## config.mk

```make
export PLATFORM = sky130hd
export DESIGN_NAME = pcb_core
export DESIGN_NICKNAME = d
export VERILOG_FILES = /design/src/rtl/pcb_pkg.sv /design/src/rtl/pcb_core.sv
export SDC_FILE = /design/constraint.sdc
export NUM_CORES = 2
export LEC_CHECK = 0
export BUFFER_PORTS_ARGS = -buffer_cell sky130_fd_sc_hd__buf_2
export CAP_MARGIN = 20
export CORE_UTILIZATION = 50
export CTS_BUF_LIST = sky130_fd_sc_hd__clkbuf_2
export CTS_CLUSTER_SIZE = 16
export DETAILED_ROUTE_END_ITERATION = 12
export HOLD_SLACK_MARGIN = 0.08
export PLACE_DENSITY = 0.72
export RECOVER_POWER = 100
export SLEW_MARGIN = 10
export SYNTH_ARGS = -nofsm -noshare
export SYNTH_HDL_FRONTEND = slang
export SYNTH_SLANG_ARGS = --single-unit
```

## constraint.sdc

```tcl
create_clock -name i_clk -period 30.4 [get_ports i_clk]
set_clock_uncertainty 0.05 [all_clocks]
set_input_delay 6.08 -clock i_clk [delete_from_list [all_inputs] [get_ports i_clk]]
set_output_delay 6.08 -clock i_clk [all_outputs]
set_load 0.005 [all_outputs]
```

## src/rtl/pcb_pkg.sv

```systemverilog
// shared types and constants for the polyline corner bevel block
// no dependencies; imported by pcb_vec, pcb_core and polyline_corner_bevel
package pcb_pkg;

    localparam int MaxLevels = 5;
    localparam int FracBits  = 16;
    localparam int CoordW    = 32;
    localparam int DistW     = 31;
    localparam int IterW     = 3;
    localparam int CfgIdxW   = 1;

    // register indexes on the configuration port
    localparam logic [CfgIdxW-1:0] CfgDistance   = 1'b0;
    localparam logic [CfgIdxW-1:0] CfgIterations = 1'b1;

    // three coordinates, x in the lowest slot
    typedef logic [2:0][CoordW-1:0] t_point;

    // request to the vector unit
    typedef struct packed {
        logic start;
        logic edge_mode;   // 1: edge length, 0: set-back point
    } t_vec_cmd;

    // point request from the corner sequencer to the output stage
    typedef struct packed {
        logic   valid;
        logic   last;
        t_point point;
    } t_emit;

endpackage

```

## src/rtl/pcb_core.sv

```systemverilog
// corner sequencer: walks the recursive cut depth first with an explicit frame stack
// drives the shared vector unit pcb_vec; uses pcb_pkg
module pcb_core
    import pcb_pkg::*;
#(
    parameter int MAX_LEVELS = MaxLevels
) (
    input  logic             i_clk,
    input  logic             i_rst_n,
    input  logic             i_start,
    input  logic             i_tail,
    input  t_point           i_p1,
    input  t_point           i_p2,
    input  t_point           i_p3,
    input  logic [DistW-1:0] i_dist,
    input  logic [IterW-1:0] i_levels,
    output logic             o_done,
    output t_emit            o_emit,
    input  logic             i_emit_ready,
    output t_vec_cmd         o_vec_cmd,
    output t_point           o_vec_from,
    output t_point           o_vec_to,
    output logic [DistW-1:0] o_vec_dist,
    input  logic             i_vec_done,
    input  t_point           i_vec_point,
    input  logic [DistW-1:0] i_vec_nd
);

    localparam int IW = (MAX_LEVELS > 1) ? $clog2(MAX_LEVELS) : 1;

    localparam logic [2:0] C_IDLE = 3'd0;
    localparam logic [2:0] C_A    = 3'd1;
    localparam logic [2:0] C_B    = 3'd2;
    localparam logic [2:0] C_E    = 3'd3;
    localparam logic [2:0] C_EMA  = 3'd4;
    localparam logic [2:0] C_EMB  = 3'd5;
    localparam logic [2:0] C_POP  = 3'd6;
    localparam logic [2:0] C_DONE = 3'd7;

    logic [2:0]        r_state;
    logic              r_wait;
    logic              r_tail;
    logic [IterW-1:0]  r_levels;
    logic [IW-1:0]     r_sp;
    logic [MAX_LEVELS-1:0] r_ph;
    t_point            r_p1;
    t_point            r_p2;
    t_point            r_p3;
    t_point            r_a;
    t_point            r_b;
    logic [DistW-1:0]  r_dist;

    // frame stack: two cut points, far neighbour and distance of each open frame
    t_point            r_st_a  [MAX_LEVELS];
    t_point            r_st_b  [MAX_LEVELS];
    t_point            r_st_p3 [MAX_LEVELS];
    logic [DistW-1:0]  r_st_nd [MAX_LEVELS];

    logic [IW-1:0]     top;
    logic              leaf;
    logic              all_second;

    assign top  = r_sp - 1'b1;
    assign leaf = (int'(r_sp) + 1 == int'(r_levels));

    // the second point of a leaf is the last one when every open frame is in its second half
    always_comb begin
        all_second = 1'b1;
        for (int k = 0; k < MAX_LEVELS; k++) begin
            if (IW'(k) < r_sp && !r_ph[k]) all_second = 1'b0;
        end
    end

    // vector unit request
    always_comb begin
        o_vec_cmd.start     = !r_wait && (r_state == C_A || r_state == C_B || r_state == C_E);
        o_vec_cmd.edge_mode = (r_state == C_E);
        o_vec_from          = (r_state == C_E) ? r_a : r_p2;
        o_vec_to            = (r_state == C_A) ? r_p1 : ((r_state == C_B) ? r_p3 : r_b);
        o_vec_dist          = r_dist;
    end

    // point requests
    assign o_emit.valid = (r_state == C_EMA) || (r_state == C_EMB);
    assign o_emit.last  = (r_state == C_EMB) && all_second && !r_tail;
    assign o_emit.point = (r_state == C_EMA) ? r_a : r_b;
    assign o_done       = (r_state == C_DONE);

    // control
    always_ff @(posedge i_clk) begin
        if (!i_rst_n) begin
            r_state <= C_IDLE;
            r_wait  <= 1'b0;
            r_sp    <= '0;
            r_ph    <= '0;
        end else begin
            if (o_vec_cmd.start) r_wait <= 1'b1;
            else if (i_vec_done) r_wait <= 1'b0;
            case (r_state)
                C_IDLE: begin
                    if (i_start) begin
                        r_state <= C_A;
                        r_sp    <= '0;
                    end
                end
                C_A: begin
                    if (i_vec_done) r_state <= C_B;
                end
                C_B: begin
                    if (i_vec_done) r_state <= leaf ? C_EMA : C_E;
                end
                C_E: begin
                    if (i_vec_done) begin
                        r_ph[r_sp] <= 1'b0;
                        r_sp       <= r_sp + 1'b1;
                        r_state    <= C_A;
                    end
                end
                C_EMA: begin
                    if (i_emit_ready) r_state <= C_EMB;
                end
                C_EMB: begin
                    if (i_emit_ready) r_state <= C_POP;
                end
                C_POP: begin
                    if (r_sp == '0) begin
                        r_state <= C_DONE;
                    end else if (!r_ph[top]) begin
                        r_ph[top] <= 1'b1;
                        r_state   <= C_A;
                    end else begin
                        r_sp <= top;
                    end
                end
                C_DONE: r_state <= C_IDLE;
                default: r_state <= C_IDLE;
            endcase
        end
    end

    // working points and frame payload
    always_ff @(posedge i_clk) begin
        case (r_state)
            C_IDLE: begin
                if (i_start) begin
                    r_p1     <= i_p1;
                    r_p2     <= i_p2;
                    r_p3     <= i_p3;
                    r_dist   <= i_dist;
                    r_levels <= i_levels;
                    r_tail   <= i_tail;
                end
            end
            C_A: begin
                if (i_vec_done) r_a <= i_vec_point;
            end
            C_B: begin
                if (i_vec_done) r_b <= i_vec_point;
            end
            C_E: begin
                if (i_vec_done) begin
                    r_st_a[r_sp]  <= r_a;
                    r_st_b[r_sp]  <= r_b;
                    r_st_p3[r_sp] <= r_p3;
                    r_st_nd[r_sp] <= i_vec_nd;
                    r_p2          <= r_a;
                    r_p3          <= r_b;
                    r_dist        <= i_vec_nd;
                end
            end
            C_POP: begin
                if (r_sp != '0 && !r_ph[top]) begin
                    r_p1   <= r_st_a[top];
                    r_p2   <= r_st_b[top];
                    r_p3   <= r_st_p3[top];
                    r_dist <= r_st_nd[top];
                end
            end
            default: ;
        endcase
    end

    // open frames never reach the leaf level
    a_depth: assert property (@(posedge i_clk) disable iff (!i_rst_n)
        (r_state != C_IDLE && r_state != C_DONE) |-> (int'(r_sp) < int'(r_levels)))
        else $error("frame stack deeper than the level count");

    // the vector unit answers only while a request is outstanding
    a_vec_done: assert property (@(posedge i_clk) disable iff (!i_rst_n)
        i_vec_done |-> r_wait)
        else $error("vector unit done without a request");

    // no point leaves while the vector unit is busy
    a_emit_idle: assert property (@(posedge i_clk) disable iff (!i_rst_n)
        o_emit.valid |-> !r_wait)
        else $error("point request during vector work");

    // a marked last point ends the corner
    a_last_end: assert property (@(posedge i_clk) disable iff (!i_rst_n)
        (o_emit.valid && o_emit.last && i_emit_ready) |=> (r_state == C_POP) ##1
        (r_state == C_POP || r_state == C_DONE))
        else $error("last point before the end of the corner");

endmodule

```

# == After elaboration in Yosys (flattened, before gate mapping) ==
# Memories as Yosys holds them, arrays and structs flattened.
# Cells that the tools add are included.
# word_totals
wordCells,151
n_memories,4
input_bits,455
ram_bits,1595
out_inout_bits,324
romBits,0
regBits,527
latchBits,0
# classes
reduce_logical,37
add_sub_neg,3
n_bitwise,3
n_eq_ne,19
n_lt_le_gt_ge,9
muxes,54
shift,0
multipliers,0
div,0
# memory_table
memory,words,width,rd,rd_clocked_by_memory_dff,wr,line,text
r_st_a,5,96,1,0,1,pcb_core.sv:54,t_point r_st_a [MAX_LEVELS];
r_st_b,5,96,1,0,1,pcb_core.sv:55,t_point r_st_b [MAX_LEVELS];
r_st_p3,5,96,1,0,1,pcb_core.sv:56,t_point r_st_p3 [MAX_LEVELS];
r_st_nd,5,31,1,0,1,pcb_core.sv:57,logic [DistW-1:0] r_st_nd [MAX_LEVELS];
# ops
cell,n
96-bit two-way mux,12
96-bit one-hot mux with 3 select lines,2
96-bit one-hot mux with 2 select lines,1
31-bit two-way mux,3
31-bit one-hot mux with 3 select lines,1
3-bit two-way mux,13
3-bit one-hot mux with 8 select lines,1
2-bit inequality test (second input constant),9
5-bit two-way mux,3
1-bit two-way mux,13
3-bit == test (second input constant),4
1-bit logical AND,11
5-bit one-hot mux with 2 select lines,1
3-bit one-hot mux with 3 select lines,1
1-bit zero test,8
3-bit by 4-bit < comparator with 1-bit output (second input constant),2
4-bit AND reduction,2
7-bit AND reduction,1
1-bit demux with 3-bit select,2
3-bit by 2-bit == test with 1-bit output (second input constant),2
3-bit by 1-bit >= comparator with 1-bit output (second input constant),2
3-bit zero test,2
1-bit by 3-bit < comparator with 1-bit output (first input constant),2
2-bit by 3-bit < comparator with 1-bit output (first input constant),2
other kinds (18),25

# == Logic depth before layout (Yosys ltp) ==
# depth
depth_word,9
mapped_depth,12
ltp_nobuf,7

# == Worst setup path before layout ==
# OpenSTA, ideal clock, no wires.
# synth_timing
kind,input port to flip-flop
startpoint,input port i_vec_done
endpoint,"memory r_st_a[3][0] in the netlist's numbering, enable pin"
setup_time_ns,1.394
stages,3
arrival_ns,27.847
path_slack_ns,1.110
cell_sequence,buf_2 nand3b_1 nor3_1
# synth_between
elab_chain_len,3
# synth_lines
item,line,text
start: declaration,pcb_core.sv:24,"input logic i_vec_done,"
1-bit two-way mux,pcb_core.sv:161,if (i_vec_done) begin
1-bit two-way mux,pcb_core.sv:143,case (r_state)
1-bit two-way mux (implied by the code),pcb_core.sv:162,r_st_a[r_sp] <= r_a;
end: declaration,pcb_core.sv:54,
# Every way passes these cells.

# == Worst setup path after layout ==
# layout_timing
startpoint,input port i_vec_done
endpoint,"memory r_st_b[1][54] in the netlist's numbering, enable pin"
# layout_between
elab_chain_len,3
# layout_lines
item,line,text
1-bit two-way mux,pcb_core.sv:161,
1-bit two-way mux,pcb_core.sv:143,
1-bit two-way mux (implied by the code),pcb_core.sv:163,r_st_b[r_sp] <= r_b;
end: declaration,pcb_core.sv:55,
# Every way passes these cells.

==> results.json <==
{
  "antenna_found_initial": 28,
  "cts-root-buf": "clkbuf_2",
  "cts.sinks": 2122,
  "fp-row-count": 149,
  "via_per_inst": 6.07,
  "routabilityCongestion": 0.839,
  "synthesis.instances": 4944,
  "critical_path.top_delay_family": "buffers and inverters",
  "numCtsBuffers": 547,
  "seqPwrFrac_pct": 56.5,
  "synthDistinctLibCells": 52,
  "use_met1_pct": 37.1,
  "drv_cap": 53,
  "violations": "max-capacitance violations, max-slew violations",
  "clk_path_buf_depth": 4,
  "fin_crit_sh_pct": 63.3,
  "clk_latency_ns": 1.83,
  "gr-usage-met2_pct": 43.3,
  "placed_area_um2": 89700,
  "p_leak_nw": 31.4,
  "start_kind": "input pin",
  "final_common_cell": "edfxtp_1",
  "worst_pin_slew_ns": 9.98,
  "use_met3_pct": 5.95,
  "clkPwrFrac_pct": 27.4,
  "crit_arrival_ns": 20.41,
  "vdd_drop_max_uv": 61.5,
  "wirelength_um": 236000,
  "crit_type": "in2reg",
  "final_cell_mix": "2110 x edfxtp_1, 841 x nand2_1, 778 x clkbuf_2",
  "cts_setup_buffers": 0,
  "setup_viol": 0,
  "die_w_um": 411,
  "vias": 52000,
  "p_comb_share_pct": 16.1,
  "die_area_um2": 169000,
  "fin_setup_tns_ns": 0,
  "cp_max_fo": 140,
  "fin_area_um2": 93600,
  "synth.avg_cell_area_um2": 16.9,
  "io_pins": 779,
  "ys_ff_latch": 2122,
  "cpPeakStageDelay_ns": 6.86,
  "worstPathRequired_ns": 31.57,
  "synth_enable_flop_cells": 2110,
  "power.density_nw_per_um2": 72.9,
  "drv_slew": 3107,
  "ant_nets": 0,
  "die_y_um": 411,
  "wl_per_cell_um": 27.5,
  "post-route-drc-count": 0,
  "drt_iter0_drc": 6147,
  "internal_power_mw": 4.75,
  "grt_overflow": 0,
  "io_buffers": 778,
  "hold_buffers": 0,
  "crit_chain": "clkbuf_1 -> nand3b_1 -> nor3_1 -> clkbuf_1 -> clkbuf_1 -> clkbuf_1",
  "drive_gt1_share_pct": 26.8,
  "finalCriticalPeriod_ns": 19.24,
  "timing.critical_path.mode_cell": "clkbuf_1",
  "min-delay-path-class": "reg2reg",
  "syn_area_um2": 83500,
  "finalHoldViolations": 0,
  "cts_tree": "yes",
  "ys_seq_area_share_pct": 76.2,
  "firstDrtPassIters": 6,
  "top_usage_layer": "met2",
  "yosysWarnings": 0,
  "synthFlopType": "edfxtp_1",
  "fin_total_pwr_mw": 6.82,
  "rsz0062_at_grt": "no",
  "nets": 6473,
  "clkTransAtPathRegs_ns": 0.10,
  "track_usage_pct": 27.3,
  "initial_core_util_pct": 50.5,
  "status": "complete, but fails checks",
  "core-area_um2": 165000,
  "max_freq_mhz": 52.0,
  "switching_share_pct": 30.4,
  "htree_levels": 6,
  "grt_first_pass_wirelength_um": 337000,
  "hpwl_um": 133000,
  "grt_pass1_vias": 51900,
  "cts_resized": 0,
  "async_flop_share_pct": 0,
  "p_switching_mw": 2.08,
  "cp_slowest_cell": "clkbuf_1",
  "relSlewSlack_pct": -565,
  "synth_fp_nets": 5402,
  "syn2layout_area_growth_pct": 12.1,
  "grt_max_degree": 144,
  "end_kind": "register",
  "worst-path-buf-inv": 4
}
## through the flow
step | setup WS, ns | utilization [%] | hold slack, ns | instances
after floorplan | 1.11 | - | 0.418 | 4944
after global placement | 19.86 | 54.2 | 0.439 | 7654
after detailed placement | 19.81 | 54.2 | 0.455 | 7654
after CTS | 18.18 | 57.0 | 0.455 | 8560
after global routing | 10.01 | 56.6 | 0.468 | 8577
final | 11.16 | 56.6 | 0.446 | 8578
## sequential cells by signal, summed over array words and instances (netlist names), 5 cells and up
name        flops
r_st_b        480
r_st_nd       155
r_st_p3       480
o_vec_dist     31
r_ph            5
r_p3           96
r_a            96
r_b            96
r_p1           96
r_st_a        480
r_p2           96
## path summary, 6_finish.rpt
kind,slack (ns),from,endpoint,cells past startpoint
worst max register to register,11.20,r_sp[0],r_p1[41],11
worst min-delay path,0.45,r_p3[8],r_st_p3[1][8],0
worst max-delay path,11.16,i_vec_done,r_st_b[1][54],6
worst min register to register,0.45,r_p3[8],r_st_p3[1][8],0
## layer usage
layer / share of wire, % / wire [um]
met5: 0.040 / 94
met4: 3.2 / 7610
met3: 10 / 23600
met2: 48 / 113000
met1: 39 / 91500
## power groups by stage
stage	sequential [mW]	clock (mW)	combinational [mW]
4_1_cts	3.82	1.91	1.10
3_3_place_gp	3.87	0	1.08
5_1_grt	3.88	2.05	1.17
3_5_place_dp	3.89	0	1.09
6_report	3.86	1.87	1.10
2_1_floorplan	3.86	0	0.580
## area by class of cell
type / count / area, um^2
Multi-Input combinational cell: 2482 / 18600
Fill cell: 13200 / 71800
Sequential cell: 2122 / 63600
Clock inverter: 131 / 713
Antenna cell: 17 / 42.5
Clock buffer: 775 / 3880
Inverter: 8 / 38.8
Timing Repair Buffer: 854 / 3980
Tap cell: 2189 / 2740
## cell families (layout without fill, tap and decap cells)
family	count (synthesis)	after routing	share of synthesized area, %
simple gates	1005	1005	4.66
buf+inv	340	1768	1.63
mux	560	560	9.65
flops	2122	2122	76.2
xor+xnor	6	6	0.0629
other cells	0	17	0
compound gates	908	908	7.79
fa+ha+maj	3	3	0.0450
## Yosys cell counts, types with 3 or more instances
library cell	instances	area, um^2
mux2_2	199	2240
o2bb2ai_1	40	350
mux2i_1	185	1850
o211ai_1	50	375
buf_2	69	345
buf_1	36	135
edfxtp_1	2110	63400
nand2_1	841	3160
nand3b_1	4	30.0
nor3_1	10	50.1
and2_1	4	25.0
nand3_1	4	20.0
a31oi_1	87	544
a41oi_1	3	26.3
mux4_2	176	3960
xor2_1	3	26.3
a221oi_1	16	140
nand2b_1	3	18.8
clkbuf_1	227	852
xnor2_1	3	26.3
o221a_2	3	33.8
dfxtp_1	12	240
a22oi_1	59	443
ha_1	3	37.5
a21oi_1	176	881
inv_1	7	26.3
a221o_1	257	2570
o21ai_0	200	1000
nor2_1	117	439
nor3b_1	3	22.5
nor2b_1	9	56.3
## worst register-to-register path, delay by kind of cell (launching register included)
family | cells | cell delay (ns)
AND/OR/NAND/NOR | 3 | 2.43
adder cells (fa/ha/maj) | 1 | 0.62
XOR/XNOR | 1 | 1.54
buffers and inverters | 5 | 11.82
AO/OA/AOI/OAI | 1 | 0.19
flip-flops | 1 | 1.85
No activity file was read; power rests on OpenSTA's default activity.
