$ cat config.mk
export PLATFORM = sky130hd
export DESIGN_NAME = pcb_vec
export DESIGN_NICKNAME = d
export VERILOG_FILES = /design/src/rtl/pcb_pkg.sv /design/src/rtl/pcb_vec.sv
export SDC_FILE = /design/constraint.sdc
export NUM_CORES = 2
export LEC_CHECK = 0
export ABC_CLOCK_PERIOD_IN_PS = 34100
export BUFFER_PORTS_ARGS = -buffer_cell sky130_fd_sc_hd__buf_4
export CAP_MARGIN = 20
export CORE_AREA = 2 2 420 422
export DETAILED_ROUTE_END_ITERATION = 10
export DIE_AREA = 0 0 422 424
export PLACE_DENSITY = 0.79
export SYNTH_ARGS = -nofsm -noshare
export SYNTH_HDL_FRONTEND = slang
export SYNTH_SLANG_ARGS = --single-unit
export TNS_END_PERCENT = 5
$ cat constraint.sdc
create_clock -name i_clk -period 34.1 [get_ports i_clk]
set_input_delay 5.115 -clock i_clk [delete_from_list [all_inputs] [get_ports i_clk]]
set_output_delay 5.115 -clock i_clk [all_outputs]
set_load 0.01 [all_outputs]
$ cat src/rtl/pcb_pkg.sv
// shared types and constants for the polyline corner bevel block
// no dependencies; imported by pcb_vec, pcb_core and polyline_corner_bevel
package pcb_pkg;

    localparam int MaxLevels = 5;
    localparam int FracBits  = 16;
    localparam int CoordW    = 32;
    localparam int DistW     = 31;
    localparam int IterW     = 3;
    localparam int CfgIdxW   = 1;

    // register indexes on the configuration port
    localparam logic [CfgIdxW-1:0] CfgDistance   = 1'b0;
    localparam logic [CfgIdxW-1:0] CfgIterations = 1'b1;

    // three coordinates, x in the lowest slot
    typedef logic [2:0][CoordW-1:0] t_point;

    // request to the vector unit
    typedef struct packed {
        logic start;
        logic edge_mode;   // 1: edge length, 0: set-back point
    } t_vec_cmd;

    // point request from the corner sequencer to the output stage
    typedef struct packed {
        logic   valid;
        logic   last;
        t_point point;
    } t_emit;

endpackage

$ cat src/rtl/pcb_vec.sv
// vector unit: one shared multiplier, bitwise square root and restoring divider
// computes a set-back point or the next level's distance; uses pcb_pkg
module pcb_vec
    import pcb_pkg::*;
(
    input  logic             i_clk,
    input  logic             i_rst_n,
    input  t_vec_cmd         i_cmd,
    input  t_point           i_from,
    input  t_point           i_to,
    input  logic [DistW-1:0] i_dist,
    output logic             o_done,
    output t_point           o_point,
    output logic [DistW-1:0] o_next_dist
);

    localparam logic [3:0] V_IDLE = 4'd0;
    localparam logic [3:0] V_NORM = 4'd1;
    localparam logic [3:0] V_SQ   = 4'd2;
    localparam logic [3:0] V_ROOT = 4'd3;
    localparam logic [3:0] V_MUL  = 4'd4;
    localparam logic [3:0] V_DIVI = 4'd5;
    localparam logic [3:0] V_DIVS = 4'd6;
    localparam logic [3:0] V_ADD  = 4'd7;
    localparam logic [3:0] V_DONE = 4'd8;

    logic [3:0]        r_state;
    logic              r_edge;
    logic              r_half;
    t_point            r_from;
    logic [DistW-1:0]  r_dist;
    logic [2:0][31:0]  r_mag;
    logic [2:0]        r_neg;
    logic [31:0]       r_max;
    logic [1:0]        r_idx;
    logic [63:0]       r_sum;
    logic [63:0]       r_bit;
    logic [63:0]       r_res;
    logic [61:0]       r_prod;
    logic [31:0]       r_rem;
    logic [32:0]       r_num;
    logic [32:0]       r_q;
    logic [5:0]        r_cnt;
    t_point            r_point;
    logic [DistW-1:0]  r_nd;

    logic [2:0][32:0]  diff;
    logic [2:0][31:0]  mag_in;
    logic [31:0]       max_in;
    logic [30:0]       mul_a;
    logic [30:0]       mul_b;
    logic [61:0]       prod;
    logic [63:0]       root_try;
    logic [31:0]       len;
    logic [32:0]       len_x2;
    logic [63:0]       num;
    logic [32:0]       div_try;
    logic              div_ge;
    logic [34:0]       add_sum;
    logic [31:0]       add_sat;

    // differences and magnitudes of the incoming pair
    always_comb begin
        max_in = '0;
        for (int i = 0; i < 3; i++) begin
            diff[i]   = {i_to[i][31], i_to[i]} - {i_from[i][31], i_from[i]};
            mag_in[i] = diff[i][32] ? 32'(-diff[i]) : diff[i][31:0];
            if (mag_in[i] > max_in) max_in = mag_in[i];
        end
    end

    // the one multiplier: squares, then magnitude times distance
    assign mul_a = r_mag[r_idx][30:0];
    assign mul_b = (r_state == V_SQ) ? r_mag[r_idx][30:0] : r_dist;
    assign prod  = {31'd0, mul_a} * {31'd0, mul_b};

    // square root step, divider step, final add with saturation
    assign root_try = r_res + r_bit;
    assign len      = r_res[31:0];
    assign len_x2   = r_half ? {len, 1'b0} : {1'b0, len};
    assign num      = {2'd0, r_prod} + {33'd0, len[31:1]};
    assign div_try  = {r_rem, r_num[32]};
    assign div_ge   = div_try >= {1'b0, len};

    always_comb begin
        if (r_neg[r_idx]) begin
            add_sum = {{3{r_from[r_idx][31]}}, r_from[r_idx]} - {2'd0, r_q};
        end else begin
            add_sum = {{3{r_from[r_idx][31]}}, r_from[r_idx]} + {2'd0, r_q};
        end
        if (add_sum[34] && !(&add_sum[33:31])) begin
            add_sat = 32'h8000_0000;
        end else if (!add_sum[34] && (|add_sum[33:31])) begin
            add_sat = 32'h7FFF_FFFF;
        end else begin
            add_sat = add_sum[31:0];
        end
    end

    // sequencer state
    always_ff @(posedge i_clk) begin
        if (!i_rst_n) begin
            r_state <= V_IDLE;
        end else begin
            case (r_state)
                V_IDLE: begin
                    if (i_cmd.start) begin
                        if (i_cmd.edge_mode)   r_state <= V_SQ;
                        else if (max_in == '0) r_state <= V_DONE;
                        else                   r_state <= V_NORM;
                    end
                end
                V_NORM: begin
                    if (!r_max[31] && r_max[30]) r_state <= V_SQ;
                end
                V_SQ: begin
                    if (r_idx == 2'd2) r_state <= V_ROOT;
                end
                V_ROOT: begin
                    if (r_bit == 64'd1) r_state <= r_edge ? V_DONE : V_MUL;
                end
                V_MUL:  r_state <= V_DIVI;
                V_DIVI: r_state <= V_DIVS;
                V_DIVS: begin
                    if (r_cnt == 6'd1) r_state <= V_ADD;
                end
                V_ADD:  r_state <= (r_idx == 2'd2) ? V_DONE : V_MUL;
                V_DONE: r_state <= V_IDLE;
                default: r_state <= V_IDLE;
            endcase
        end
    end

    // datapath registers
    always_ff @(posedge i_clk) begin
        case (r_state)
            V_IDLE: begin
                if (i_cmd.start) begin
                    r_edge  <= i_cmd.edge_mode;
                    r_from  <= i_from;
                    r_point <= i_from;
                    r_dist  <= i_dist;
                    r_idx   <= '0;
                    r_sum   <= '0;
                    r_bit   <= 64'd1 << 62;
                    r_res   <= '0;
                    r_max   <= max_in;
                    r_half  <= i_cmd.edge_mode && max_in[31];
                    for (int i = 0; i < 3; i++) begin
                        r_neg[i] <= diff[i][32];
                        r_mag[i] <= (i_cmd.edge_mode && max_in[31]) ? (mag_in[i] >> 1)
                                                                   : mag_in[i];
                    end
                end
            end
            V_NORM: begin
                if (r_max[31]) begin
                    r_max <= r_max >> 1;
                    for (int i = 0; i < 3; i++) r_mag[i] <= r_mag[i] >> 1;
                end else if (!r_max[30]) begin
                    r_max <= r_max << 1;
                    for (int i = 0; i < 3; i++) r_mag[i] <= r_mag[i] << 1;
                end
            end
            V_SQ: begin
                r_sum <= r_sum + {2'd0, prod};
                r_idx <= (r_idx == 2'd2) ? 2'd0 : r_idx + 2'd1;
            end
            V_ROOT: begin
                if (r_sum >= root_try) begin
                    r_sum <= r_sum - root_try;
                    r_res <= (r_res >> 1) + r_bit;
                end else begin
                    r_res <= r_res >> 1;
                end
                r_bit <= r_bit >> 2;
            end
            V_MUL: r_prod <= prod;
            V_DIVI: begin
                r_rem <= {1'b0, num[63:33]};
                r_num <= num[32:0];
                r_q   <= '0;
                r_cnt <= 6'd33;
            end
            V_DIVS: begin
                r_rem <= div_ge ? 32'(div_try - {1'b0, len}) : div_try[31:0];
                r_q   <= {r_q[31:0], div_ge};
                r_num <= r_num << 1;
                r_cnt <= r_cnt - 6'd1;
            end
            V_ADD: begin
                r_point[r_idx] <= add_sat;
                r_idx          <= r_idx + 2'd1;
            end
            V_DONE: r_nd <= len_x2[32:2];
            default: ;
        endcase
    end

    assign o_done      = (r_state == V_DONE);
    assign o_point     = r_point;
    assign o_next_dist = r_edge ? len_x2[32:2] : r_nd;

endmodule

Yosys cells after proc, flatten, opt, wreduce, memory -nomap -nowiden
Index checks and enable logic that the tools add are counted.

operators by class
  $add $sub $neg = 16
  multipliers = 1
  magnitude comparators = 7
  equal/unequal tests = 18
  multiplexer cells = 59
  reductions and logical operators = 26

operator list
  kind                                             number
  2-to-1 mux 32 bit                                15
  2-to-1 mux 96 bit                                4
  one-hot mux 96 bit (2 select lines)              2
  2-to-1 mux 64 bit                                4
  one-hot mux 64 bit (2 select lines)              2
  one-hot mux 64 bit (3 select lines)              1
  2-to-1 mux 31 bit                                5
  one-hot mux 33 bit (2 select lines)              2
  binary-select mux 32 bit (select 2 bit)          2
  one-hot mux 32 bit (2 select lines)              2
  subtractor 32 x 32 -> 33 bit                     3
  bitwise mux 96 bit                               1
  negator 32 bit                                   3
  adder 63 x 64 -> 64 bit                          1
  adder 64 x 62 -> 64 bit                          1
  adder 64 bit                                     1
  demux 32 bit (select 2 bit)                      1
  == test 64 x 1 -> 1 bit (second input constant)  1
  greater-or-equal comparator 64 bit               1
  greater-than comparator 32 bit                   2
  subtractor 64 bit                                1
  adder 62 x 31 -> 63 bit                          1
  multiplier 31 x 31 -> 62 bit                     1
  2-to-1 mux 4 bit                                 9
  36 further kinds                                 61

word-level totals
  register bits after elaboration = 751
  bits of input ports = 227
  output and inout bits = 128

Logic depth before layout (Yosys ltp)
  word-level depth = 14
  depth in mapped cells = 53
  depth with buffers taken out = 50

Worst setup path after synthesis
OpenSTA, ideal clock, no wires.

  path type = input port to flip-flop
  start = in i_to[32] (netlist bit)
  end = reg r_state[0]
  arrival time = 14.208 ns
  path slack = 19.754 ns
  stages on the path = 40
  path through = inv_1 > ha_1 > inv_1 > fa_1 > a211oi_2 > or4b_1 > nand4_1 > nand4b_1 > or4_1 > nor4b_2 > and2_1 > a31o_2 > nand2_1 > o211ai_1 > inv_1 > ha_1 > nand4_1 > nor4bb_1 > (+4 left out) > inv_1 > buf_1 > clkbuf_1 > clkbuf_1 > mux2_2 > ha_1 > nand3_1 > nor4_1 > a21boi_0 > o21a_1 > clkbuf_1 > clkbuf_1 > clkbuf_1 > clkbuf_1 > o21ai_0 > or4_1 > nor4_1 > a41oi_1

on the way
  longest elaborated chain between the ends = 12

RTL lines
  item                                  line            source
  start: declaration                    pcb_vec.sv:10   input t_point i_to,
  subtractor 32 x 32 -> 33 bit *        pcb_vec.sv:66   diff[i] = {i_to[i][31], i_to[i]} - {i_from[i][31], i_from[i]};
  negator 32 bit                        pcb_vec.sv:67   mag_in[i] = diff[i][32] ? 32'(-diff[i]) : diff[i][31:0];
  2-to-1 mux 32 bit *                   pcb_vec.sv:67
  greater-than comparator 32 bit        pcb_vec.sv:68   if (mag_in[i] > max_in) max_in = mag_in[i];
  2-to-1 mux 32 bit *                   pcb_vec.sv:68
  greater-than comparator 32 bit        pcb_vec.sv:68
  2-to-1 mux 32 bit *                   pcb_vec.sv:68
  logical NOT 32 bit *                  pcb_vec.sv:109  else if (max_in == '0) r_state <= V_DONE;
  2-to-1 mux 4 bit *                    pcb_vec.sv:109
  2-to-1 mux 4 bit *                    pcb_vec.sv:108  if (i_cmd.edge_mode) r_state <= V_SQ;
  2-to-1 mux 4 bit *                    pcb_vec.sv:107  if (i_cmd.start) begin
  one-hot mux 4 bit (8 select lines) *  pcb_vec.sv:105  case (r_state)
  end signal: assignment                pcb_vec.sv:120  if (r_bit == 64'd1) r_state <= r_edge ? V_DONE : V_MUL;
  end signal: assignment                pcb_vec.sv:127  V_ADD: r_state <= (r_idx == 2'd2) ? V_DONE : V_MUL;
  end: declaration                      pcb_vec.sv:27   logic [3:0] r_state;

Every way passes the cells marked *; elsewhere a longest branch is shown, timed or not. The select of a mux whose other input is x is not followed.
A chain may end at the register's enable or synchronous reset.

Worst setup path after layout
  start = in i_to[32] (netlist bit)
  end = reg r_mag[72] (netlist bit) (data pin)

on the way
  longest elaborated chain between the ends = 11

RTL lines
  item                                   line            source
  subtractor 32 x 32 -> 33 bit *         pcb_vec.sv:66
  negator 32 bit                         pcb_vec.sv:67
  2-to-1 mux 32 bit *                    pcb_vec.sv:67
  greater-than comparator 32 bit         pcb_vec.sv:68
  2-to-1 mux 32 bit *                    pcb_vec.sv:68
  greater-than comparator 32 bit         pcb_vec.sv:68
  2-to-1 mux 32 bit *                    pcb_vec.sv:68
  logical AND 1 bit *                    pcb_vec.sv:151  r_mag[i] <= (i_cmd.edge_mode && max_in[31]) ? (mag_in[i] >> 1)
  2-to-1 mux 32 bit *                    pcb_vec.sv:151
  2-to-1 mux 96 bit *                    pcb_vec.sv:138  if (i_cmd.start) begin
  one-hot mux 96 bit (2 select lines) *  pcb_vec.sv:136  case (r_state)
  end signal: indexed assignment         pcb_vec.sv:151
  end: declaration                       pcb_vec.sv:32   logic [2:0][31:0] r_mag;

Marked as above.

==> flow_summary.ini <==
[placement]
place_area_um2 = 93900
io_buffer_count = 354
place_ws_ps = 17660
routabilityCongestion = 1.04
dpl.hpwl_um = 248000

[die]
chipHeight_um = 424
dieArea_um2 = 179000
num_io_pins = 355
die_w_um = 422
core-area_um2 = 175000
start_util_pct = 50.7
row_count = 154

[timing]
layout_min_cycle_time_ps = 16070
rsz0062_at_grt = false
fin_ws_ps = 18030
finalMaxSlewViolations = 0
period_share_pct = 47.1
worstMarginPinSlew_ps = 1180
finalHoldViolCount = 0
tns_ps = 0
relSlewSlack_pct = 21.1
setup_viol = 0
max_freq_ghz = 0.0622
skew_ps = 44.7

[cts]
cts.clk_slew.worst_paths_ps = 60
clk-insertion-delay-late_ps = 740
holdBufCountCts = 0
postCtsSetupBuffers = 0
cts_buffer_depth = 3
cts_resized = 0
cts_tree = yes
root_buffer = clkbuf_16
cts_sinks = 719
cts_buffers = 86
cts_max_level = 3

[hold_path]
min_path_type = reg2reg

[yosys]
synth_fp_nets = 11655
yosysWarnings = 0
synth-main-ff-cell = edfxtp_1
synth_seq_cells = 719
yosys.cell_types.count = 114
synth_area_um2 = 88700
yosys.area.top_type = edfxtp_1
synth_area_leaders = edfxtp_1 24%, fa_1 19%, ha_1 10%, nand2_1 5.3%, inv_1 5.0%
synth-seq-area-share_pct = 24.3
async_flop_share_pct = 0
yosysTopAreaCellShare_pct = 24.2
synth_edf_count = 715
postSynthCellCount = 9868
synth.avg_cell_area_um2 = 8.99

[global_routing]
antenna_found_initial = 32
grt_use_total_pct = 34.7
grt_pass1_vias = 76486
grt_start_max_net_pins = 97
grt_pass1_wl_um = 472000
gr-total-overflow = 0

[setup_path]
end_kind = register
arrival_ps = 16600
critical_path.slowest_cell = buf_4
critPathKind = in2reg
required_ps = 34630
crit_fanout = 77
cpPeakStageDelay_ps = 760
cp_top_family = simple AND/OR/NAND/NOR gates
crit_path_start_kind = input pin
crit_buf_inv = 9

[layout]
drive_gt1_share_pct = 8.27
area_delta_synth_final_pct = 9.30
final_cell_area_um2 = 96900
mostFrequentLayoutCells = 1257 x nand2_1, 1177 x inv_1, 845 x fa_1
final_common_cell = nand2_1
layout.nets = 11793

[route]
drc_errors = 0
drtIter0Drc = 9224
ant_nets = 0
avgRoutedWirePerCell_um = 25.5
vias = 77871
drt_wl_total_um = 317000
dr.pass1.iters = 7
via_per_inst = 6.26

[run]
maxCapViolCount = 0

[run_status]
status = complete, no violations
## synth_stat cells (41+ instances only)
cell type	n
xnor2_1	308
inv_1	1178
fa_1	845
o21ai_0	403
a221oi_1	58
a21oi_1	543
and2_1	119
nand4_1	73
and3_1	102
nor4_1	41
xor2_1	245
nor2b_1	92
nand2b_1	87
mux2_2	41
o22ai_1	151
o211ai_1	52
mux2i_1	185
o21bai_1	61
clkbuf_1	377
nor2_1	733
ha_1	715
nand3_1	134
nand2_1	1261
o21a_1	86
a31oi_1	106
a211oi_1	141
a21o_1	240
or3_1	41
edfxtp_1	715
nor3_1	203
## logic make-up (layout without fill, tap and decap cells)
family / after synthesis / in the layout / share of synthesized area [%]
other cells: 0 / 20 / 0
mux: 226 / 226 / 2.61
xor+xnor: 554 / 554 / 5.48
simple gates: 3012 / 3012 / 15.4
buf+inv: 1635 / 1845 / 7.03
compound gates: 2162 / 2162 / 16.0
flops: 719 / 719 / 24.3
fa+ha+maj: 1560 / 1560 / 29.2
## routing by layer
layer  part of all wire [%]  vias up  global-route usage, %  wire [µm]
met2                     44     4493                   53.8     140000
met4                    6.4       12                   18.6      20300
met3                     11      946                   8.52      36000
met1                     38    38104                   44.9     121000
li1                       -    34316                      -          -
met5                  0.026        -                  0.269         82
## flip-flops by register name, summed over array words and instances (netlist names)
name and flops:
r_edge 1, o_point 96, r_rem 32, r_num 33
r_mag 96, r_idx 2, r_prod 62, r_bit 32
r_state 4, r_sum 64, r_res 64, r_dist 31
r_cnt 6, r_neg 3, r_q 33, r_half 1
r_max 32, r_nd 31, r_from 96
## worst min-delay path, cell delays in order, from the launching register on
cell and delay [ps]:
edfxtp_1 320, nand2_1 40, o21ai_0 60
## cell type report
| type | count | area [µm²] |
|---|---|---|
| clock buffers | 96 | 2190 |
| inverters | 1183 | 4450 |
| fillers | 15468 | 78000 |
| diodes | 20 | 50.0 |
| well taps | 2340 | 2930 |
| clock inverters | 64 | 721 |
| flip-flops and latches | 719 | 21600 |
| multi-input cells | 7514 | 61200 |
| repair buffers | 502 | 3810 |
## through the flow
step           hold slack (ps)  utilization, %  instances
6_report                   527            55.4      12438
5_1_grt                    547            55.4      12434
4_1_cts                    531            55.3      12415
3_5_place_dp               518            53.7      12255
3_3_place_gp               512            53.7      12255
2_1_floorplan              496               -       9868
## final timing paths
| kind | startpoint | endpoint | slack, ps | cells after the start |
|---|---|---|---|---|
| worst max-delay path | i_to[32] | r_mag[72] | 18030 | 40 |
| worst max register to register | r_state[1] | r_sum[63] | 18700 | 45 |
| worst min register to register | r_num[10] | r_num[11] | 530 | 2 |
| worst min-delay path | r_num[10] | r_num[11] | 530 | 2 |
Power is left out: the tool's default activity adds up to more than one toggle a clock period on the data nets, which glitch-free logic cannot reach.
